`config.mk`:
```
export PLATFORM = sky130hd
export DESIGN_NAME = sorted_two_list_merge_core
export DESIGN_NICKNAME = d
export VERILOG_FILES = /design/src/stlm_pkg.sv /design/src/stlm_ram.sv /design/src/sorted_two_list_merge_core.sv
export SDC_FILE = /design/constraint.sdc
export NUM_CORES = 2
export LEC_CHECK = 0
export ABC_AREA = 1
export BUFFER_PORTS_ARGS = -buffer_cell sky130_fd_sc_hd__buf_4
export CAP_MARGIN = 20
export CORE_MARGIN = 3
export CORE_UTILIZATION = 40
export CTS_BUF_LIST = sky130_fd_sc_hd__clkbuf_8
export DETAILED_ROUTE_END_ITERATION = 10
export GPL_ROUTABILITY_DRIVEN = 0
export PLACE_DENSITY = 0.53
export RECOVER_POWER = 50
export REMOVE_ABC_BUFFERS = 1
export SLEW_MARGIN = 20
export SYNTH_ARGS = -nofsm -noshare
export SYNTH_HDL_FRONTEND = slang
export SYNTH_SLANG_ARGS = --single-unit
```
`constraint.sdc`:
```
create_clock -name i_clk -period 6.8 [get_ports i_clk]
set_input_delay 1.02 -clock i_clk [delete_from_list [all_inputs] [get_ports i_clk]]
set_output_delay 1.02 -clock i_clk [all_outputs]
set_load 0.05 [all_outputs]
```
`src/stlm_pkg.sv`:
```
// Package for the sorted two-list merge core.
// Holds the item kind codes, field widths and default sizes.
// No dependencies.
`timescale 1ns / 1ps

package stlm_pkg;

    localparam int DATA_W             = 32;
    localparam int KIND_W             = 2;
    localparam int DEFAULT_LIST_DEPTH = 32;

    typedef enum logic [KIND_W-1:0] {
        KIND_LOAD_A = 2'd0,
        KIND_LOAD_B = 2'd1,
        KIND_MERGE  = 2'd2,
        KIND_NONE   = 2'd3
    } t_kind;

endpackage

```
`src/stlm_ram.sv`:
```
// Generic single-write, single-read synchronous RAM with registered read data.
// Used for both list stores of the merge core; no dependencies.
`timescale 1ns / 1ps

module stlm_ram #(
    parameter int WIDTH  = 32,
    parameter int DEPTH  = 32,
    parameter int ADDR_W = 5
) (
    input  logic              i_clk,
    input  logic              i_we,
    input  logic [ADDR_W-1:0] i_waddr,
    input  logic [WIDTH-1:0]  i_wdata,
    input  logic [ADDR_W-1:0] i_raddr,
    output logic [WIDTH-1:0]  o_rdata
);

    logic [WIDTH-1:0] r_mem [DEPTH];
    logic [WIDTH-1:0] r_rdata;

    always_ff @(posedge i_clk) begin
        if (i_we) begin
            r_mem[i_waddr] <= i_wdata;
        end
        r_rdata <= r_mem[i_raddr];
    end

    assign o_rdata = r_rdata;

endmodule

```
`src/sorted_two_list_merge_core.sv`:
```
// Top level of the sorted two-list merge core.
// Depends on stlm_pkg and stlm_ram (one instance per list store).
//
// Usage: input items arrive on the s_axis channel. tuser carries the kind
// (load list A, load list B, merge, or an ignored code) and tdata carries the
// value of a load. While idle, a load writes one element per cycle into its
// list store and gives no result; a load into a full list is dropped. A merge
// item streams every stored element out on the m_axis channel in ascending
// signed order when each list is sorted, taking list B on a tie, and marks
// the final element with tlast. Both counts then clear. A merge of two empty
// lists gives no result. The input is blocked for the whole merge.
// The first heads are already read while idle; the merge item moves the state
// to ST_MERGE, and the first element is then registered into the output
// register. When the receiver never stalls, one element leaves per cycle,
// and the counts clear after the last one. The rate is set by the single read
// port of each list RAM, which fetches the next head once per emitted element.
// Reset clears the counts and the output valid; list contents are unknown.
// When the receiver stalls, the output register holds its item and the merge
// pauses. Loads are still taken while a final result waits in that register.
`timescale 1ns / 1ps

module sorted_two_list_merge_core #(
    parameter int LIST_DEPTH = stlm_pkg::DEFAULT_LIST_DEPTH
) (
    input  logic                        i_clk,
    input  logic                        i_rst_n,
    input  logic                        i_s_axis_tvalid,
    output logic                        o_s_axis_tready,
    input  logic [stlm_pkg::DATA_W-1:0] i_s_axis_tdata,  // [31:0] item_value
    input  logic [stlm_pkg::KIND_W-1:0] i_s_axis_tuser,  // [1:0] kind
    output logic                        o_m_axis_tvalid,
    input  logic                        i_m_axis_tready,
    output logic [stlm_pkg::DATA_W-1:0] o_m_axis_tdata,  // [31:0] out_value
    output logic                        o_m_axis_tlast   // out_last
);

    localparam int AW = (LIST_DEPTH > 1) ? $clog2(LIST_DEPTH) : 1;
    localparam int CW = $clog2(LIST_DEPTH + 1);
    localparam logic [CW-1:0] DEPTH_C = CW'(LIST_DEPTH);

    typedef enum logic [1:0] {
        ST_IDLE  = 2'b01,
        ST_MERGE = 2'b10
    } t_state;

    t_state r_state, n_state;
    logic [CW-1:0] r_cnt_a, n_cnt_a, r_cnt_b, n_cnt_b;
    logic [CW-1:0] r_ia, n_ia, r_ib, n_ib;
    logic          r_out_valid, n_out_valid;
    logic [stlm_pkg::DATA_W-1:0] r_out_data, n_out_data;
    logic          r_out_last, n_out_last;

    logic s_acc, out_free, a_ok, b_ok, take_a, emit;
    logic we_a, we_b;
    logic [stlm_pkg::DATA_W-1:0] rdata_a, rdata_b;
    logic [CW:0] pos_next, total;
    stlm_pkg::t_kind kind;

    assign kind            = stlm_pkg::t_kind'(i_s_axis_tuser);
    assign o_s_axis_tready = (r_state == ST_IDLE);
    assign s_acc           = i_s_axis_tvalid && o_s_axis_tready;
    assign out_free        = !r_out_valid || i_m_axis_tready;

    assign we_a = s_acc && (kind == stlm_pkg::KIND_LOAD_A) && (r_cnt_a < DEPTH_C);
    assign we_b = s_acc && (kind == stlm_pkg::KIND_LOAD_B) && (r_cnt_b < DEPTH_C);

    assign a_ok     = r_ia < r_cnt_a;
    assign b_ok     = r_ib < r_cnt_b;
    assign take_a   = a_ok && (!b_ok || ($signed(rdata_a) < $signed(rdata_b)));
    assign emit     = (r_state == ST_MERGE) && (a_ok || b_ok) && out_free;
    assign pos_next = {1'b0, r_ia} + {1'b0, r_ib} + (CW + 1)'(1);
    assign total    = {1'b0, r_cnt_a} + {1'b0, r_cnt_b};

    always_comb begin
        n_state     = r_state;
        n_cnt_a     = r_cnt_a;
        n_cnt_b     = r_cnt_b;
        n_ia        = r_ia;
        n_ib        = r_ib;
        n_out_valid = r_out_valid && !i_m_axis_tready;
        n_out_data  = r_out_data;
        n_out_last  = r_out_last;
        unique case (r_state)
            ST_IDLE: begin
                if (we_a) begin
                    n_cnt_a = r_cnt_a + CW'(1);
                end
                if (we_b) begin
                    n_cnt_b = r_cnt_b + CW'(1);
                end
                if (s_acc && (kind == stlm_pkg::KIND_MERGE) && (total != '0)) begin
                    n_state = ST_MERGE;
                end
            end
            ST_MERGE: begin
                if (emit) begin
                    n_out_valid = 1'b1;
                    n_out_data  = take_a ? rdata_a : rdata_b;
                    n_out_last  = (pos_next == total);
                    if (take_a) begin
                        n_ia = r_ia + CW'(1);
                    end else begin
                        n_ib = r_ib + CW'(1);
                    end
                end else if (!a_ok && !b_ok) begin
                    n_state = ST_IDLE;
                    n_cnt_a = '0;
                    n_cnt_b = '0;
                    n_ia    = '0;
                    n_ib    = '0;
                end
            end
            default: begin
                n_state = ST_IDLE;
            end
        endcase
    end

    always_ff @(posedge i_clk) begin
        if (!i_rst_n) begin
            r_state     <= ST_IDLE;
            r_cnt_a     <= '0;
            r_cnt_b     <= '0;
            r_ia        <= '0;
            r_ib        <= '0;
            r_out_valid <= 1'b0;
        end else begin
            r_state     <= n_state;
            r_cnt_a     <= n_cnt_a;
            r_cnt_b     <= n_cnt_b;
            r_ia        <= n_ia;
            r_ib        <= n_ib;
            r_out_valid <= n_out_valid;
        end
        r_out_data <= n_out_data;
        r_out_last <= n_out_last;
    end

    stlm_ram #(
        .WIDTH  (stlm_pkg::DATA_W),
        .DEPTH  (LIST_DEPTH),
        .ADDR_W (AW)
    ) u_ram_a (
        .i_clk   (i_clk),
        .i_we    (we_a),
        .i_waddr (r_cnt_a[AW-1:0]),
        .i_wdata (i_s_axis_tdata),
        .i_raddr (n_ia[AW-1:0]),
        .o_rdata (rdata_a)
    );

    stlm_ram #(
        .WIDTH  (stlm_pkg::DATA_W),
        .DEPTH  (LIST_DEPTH),
        .ADDR_W (AW)
    ) u_ram_b (
        .i_clk   (i_clk),
        .i_we    (we_b),
        .i_waddr (r_cnt_b[AW-1:0]),
        .i_wdata (i_s_axis_tdata),
        .i_raddr (n_ib[AW-1:0]),
        .o_rdata (rdata_b)
    );

    assign o_m_axis_tvalid = r_out_valid;
    assign o_m_axis_tdata  = r_out_data;
    assign o_m_axis_tlast  = r_out_last;

    a_cnt_bound: assert property (@(posedge i_clk) disable iff (!i_rst_n)
        (r_cnt_a <= DEPTH_C) && (r_cnt_b <= DEPTH_C))
        else $error("list count exceeds depth");

    a_idx_bound: assert property (@(posedge i_clk) disable iff (!i_rst_n)
        (r_ia <= r_cnt_a) && (r_ib <= r_cnt_b))
        else $error("read index passed list count");

    a_merge_start: assert property (@(posedge i_clk) disable iff (!i_rst_n)
        s_acc && (kind == stlm_pkg::KIND_MERGE) && (total != '0) |=> r_state == ST_MERGE)
        else $error("merge item did not start a merge");

    a_last_done: assert property (@(posedge i_clk) disable iff (!i_rst_n)
        emit && (pos_next == total) |=> (r_ia == r_cnt_a) && (r_ib == r_cnt_b))
        else $error("last flag set while elements remain");

endmodule

```
==> out/qor.txt <==
DIE
----------------------------------------------------------------------------
Cell row count                                                           178
Count of pins on the block boundary                                       73
Die footprint                                                     0.243 mm^2
Area of the core                                                  0.236 mm^2
Die Height                                                            493 um
Die span in x                                                         493 um
Starting Density                                                       40.3%

OUTCOME
----------------------------------------------------------------------------
Violated checks                                                 capacitance limit, slew limit
Status                                                          finished with violations

ROUTING
----------------------------------------------------------------------------
Total number of vias                                                   64800
DRC violations left                                                        0
Total wirelength of the detailed-routed design                        293 mm
DR pass1 iterations                                                        6
Number of nets with antenna violations after detailed routing              0
Detailed router's first-iteration violation count                       6433
Average wire per standard cell                                       24.0 um
Via/cell ratio                                                          5.31

POWER
----------------------------------------------------------------------------
Worst supply voltage drop on vdd                                    0.179 mV
Cell Pwr Density                                                 249 mW/mm^2
Static leakage power                                                 40.8 nW

CLOCK NETWORK
----------------------------------------------------------------------------
Buffer cell driving the clock tree root                         sky130_fd_sc_hd__clkbuf_8
Cts-stage hold buffer count                                                0
Number of buffers on the longest clock path                                4
CTS resizes                                                                0
Postcts setup bufs                                                         0
CTS H-Tree Depth                                                           5
Clock insertion delay at the later pin of the skew report            1.08 ns
Clock transition at the registers of the reported paths              0.06 ns
Number of clock buffers inserted by TritonCTS                            386
CTS tree                                                                 yes
Clock Sinks                                                             2172

JOB
----------------------------------------------------------------------------
Reported max-cap violation count                                          37

GLOBAL ROUTE
----------------------------------------------------------------------------
Wire length of the first global-routing pass                          430 mm
Maximum number of pins on one net before global-route repair             167
Antenna violations before repair                                          26
GRT Overall Usage                                                      23.7%
Via count of the first global-routing pass                             62200
Total overflow reported by the global router                               0

SYNTH
----------------------------------------------------------------------------
Count of unique library cells instantiated by Yosys                       43
Xor and xnor area share after synthesis                               0.157%
Simple-gate area share of the yosys netlist                            23.6%
Synthesized area                                                 0.0949 mm^2
Multiplexer fraction of the synthesized cell area                         0%
Largest area contributor in the netlist                         sky130_fd_sc_hd__edfxtp_1
Fraction of the yosys area taken by sequential cells                   67.8%
Largest family of logic cells by synthesized area               simple AND/OR/NAND/NOR gates
Dominant cells by area after synthesis                          sky130_fd_sc_hd__edfxtp_1, sky130_fd_sc_hd__nand3_1, sky130_fd_sc_hd__nand2_1, sky130_fd_sc_hd__nand3b_1, sky130_fd_sc_hd__inv_1
Adder-cell share of the synthesized area                              0.873%
Yosys warning total                                                        0
Mapped Cells                                                            8658
Compound-cell area share of the yosys netlist                         0.570%
Share of the synthesized area in the top cell type                     65.8%
Average size of a mapped cell                                      11.0 um^2
Synthesis-stage register bit count                                      2172

FINAL LAYOUT
----------------------------------------------------------------------------
Fin nets                                                                8839
Area Overhead vs Synth                                                 11.3%
Most common cell after layout, fill and taps aside              sky130_fd_sc_hd__edfxtp_1
Final Non-Filler Cells                                                 12200
Commonest non-fill, non-tap cells in the layout                 sky130_fd_sc_hd__edfxtp_1, sky130_fd_sc_hd__nand2_1, sky130_fd_sc_hd__nand3_1
Post-route cell area                                              0.106 mm^2
Share of cells above drive strength 1                                  8.04%

STA
----------------------------------------------------------------------------
Timing-limited maximum frequency                                   0.171 GHz
Min Clock Period, post-route                                         5.83 ns
Share of the clock period used by the worst path                       85.8%
Worst slew margin relative to its limit                                -129%
Total count of hold-check failures in the final report                     0
Clock skew after layout                                            0.0620 ns
Number of max-slew violations in the final report                       2115
Tightest Pin Transition                                              3.43 ns
Final count of negative-setup-slack endpoints                              0
RSZ-0062 raised after global routing                                      no

CRITICAL PATH
----------------------------------------------------------------------------
R2r setup slk                                                        0.97 ns
Reg2reg path depth                                                        22
Nature of the critical path startpoint                              register
Endpoint required time on the critical path                          7.79 ns
Destination of the worst register-to-register timing path       u_ram_b.o_rdata[29]
Endpoint kind of the worst setup timing path                        register
Critical path start-end classification                               reg2reg
Startpoint of the lowest-slack register-to-register path          r_cnt_a[3]
Peak fanout along the critical path                                       55
Worst Setup SP                                                    r_cnt_a[3]
Worst setup path endpoint                                       u_ram_b.o_rdata[29]
Arrival time worst endpoint                                          6.82 ns

PLACED DESIGN
----------------------------------------------------------------------------
Port-buffer cells                                                         72
HPWL Detailed                                                         152 mm
Cell total after placement                                             11500
Placed cell area                                                 0.0989 mm^2

MIN PATH
----------------------------------------------------------------------------
Path class of the lowest-slack min-delay path                         in2reg

-- worst min-delay path by stage --
stage	to	from	depth (start not counted)
after floorplan	r_cnt_b[5]	r_cnt_b[5]	2
after global placement	r_cnt_b[5]	r_cnt_b[5]	2
after detailed placement	r_cnt_a[0]	r_cnt_a[0]	1
after CTS	r_state[0]	i_rst_n	2
after global routing	r_state[0]	i_rst_n	2
final	r_state[0]	i_rst_n	2
-- stage by stage --
stage | setup WS (ns) | util [%] | TNS [ns] | power [mW] | hold slack [ns]
2_1_floorplan | -14.92 | - | -950.38 | 15.1 | 0.479
3_3_place_gp | 1.27 | 42.0 | 0 | 15.4 | 0.530
3_5_place_dp | 1.22 | 42.0 | 0 | 15.4 | 0.547
4_1_cts | 1.20 | 44.9 | 0 | 26.5 | 0.0847
5_1_grt | 0.573 | 44.8 | 0 | 27.2 | 0.119
6_report | 0.968 | 44.8 | 0 | 26.3 | 0.193
-- Yosys cell counts (all sizes together) --
master	count
edfxtp	2081
nand2	2053
nand3	1917
inv	1061
nand3b	577
buf	470
nor2	129
dfxtp	91
clkbuf	72
a21oi	70
ha	63
o21ai	17
nor3	12
xor2	10
xnor2	7
nand4	6
o211ai	5
and2	3
nor4	3
fa	2
o21a	2
a2111oi	1
a211oi	1
a21o	1
a31oi	1
nor3b	1
o21bai	1
o31ai	1
-- critical path, cell delays in order, from the launching register on --
cell and delay [ns]:
sky130_fd_sc_hd__dfxtp_1 0.51, sky130_fd_sc_hd__inv_1 0.17, sky130_fd_sc_hd__ha_1 0.35, sky130_fd_sc_hd__a21oi_1 0.15, sky130_fd_sc_hd__o21a_1 0.13, sky130_fd_sc_hd__and2_4 0.20, sky130_fd_sc_hd__inv_2 0.04, sky130_fd_sc_hd__nand2_1 0.18
sky130_fd_sc_hd__nand2_1 0.26, sky130_fd_sc_hd__nor2_8 0.69, sky130_fd_sc_hd__nand2_2 0.20, sky130_fd_sc_hd__nand2_4 0.54, sky130_fd_sc_hd__nand2_8 0.44, sky130_fd_sc_hd__inv_4 0.57, sky130_fd_sc_hd__buf_4 0.47, sky130_fd_sc_hd__nand2_1 0.13
sky130_fd_sc_hd__nand2_1 0.09, sky130_fd_sc_hd__nand2_1 0.05, sky130_fd_sc_hd__nand3_1 0.08, sky130_fd_sc_hd__nand3_1 0.08, sky130_fd_sc_hd__nand2_1 0.10, sky130_fd_sc_hd__nand2_1 0.13, sky130_fd_sc_hd__nand2_1 0.14
-- state kept, by name, indices dropped and copies added (netlist names) --
register         count
u_ram_a.r_mem     1024
u_ram_b.r_mem     1024
o_m_axis_tdata      32
u_ram_a.o_rdata     32
u_ram_b.o_rdata     32
r_cnt_a              6
r_cnt_b              6
r_ia                 6
r_ib                 6
r_state              2
o_m_axis_tlast       1
o_m_axis_tvalid      1
-- layer usage --
layer	GRT usage (%)	share of wire, %
met1	32.8	43
met2	38.7	47
met3	3.01	6.4
met4	8.06	3.2
met5	0	0.0024
-- where the power goes --
part           total, mW  internal (mW)  switching [mW]
logic              0.379         0.0516           0.327
registers           14.7           14.7          0.0220
clock network       11.2           5.78            5.38
-- layout make-up --
type | count | area [um^2]
fillers | 22100 | 130000
clock buffers | 418 | 5750
inverters | 1061 | 4010
well taps | 3150 | 3940
multi-input cells | 4883 | 24400
flip-flops and latches | 2172 | 64300
repair buffers | 232 | 1960
clock inverters | 275 | 1220
diodes | 15 | 37.5
-- cells by family (layout without fill, tap and decap cells) --
group	Yosys count	count (layout)
other	0	15
DFF	2172	2172
and+or+nand+nor	4701	4701
adders and majority gates	65	65
xor gates and xnor gates	17	17
AOI/OAI and AO/OA	100	100
buffers and inverters	1603	1986
Note: power is estimated with default switching activity, not from simulation.
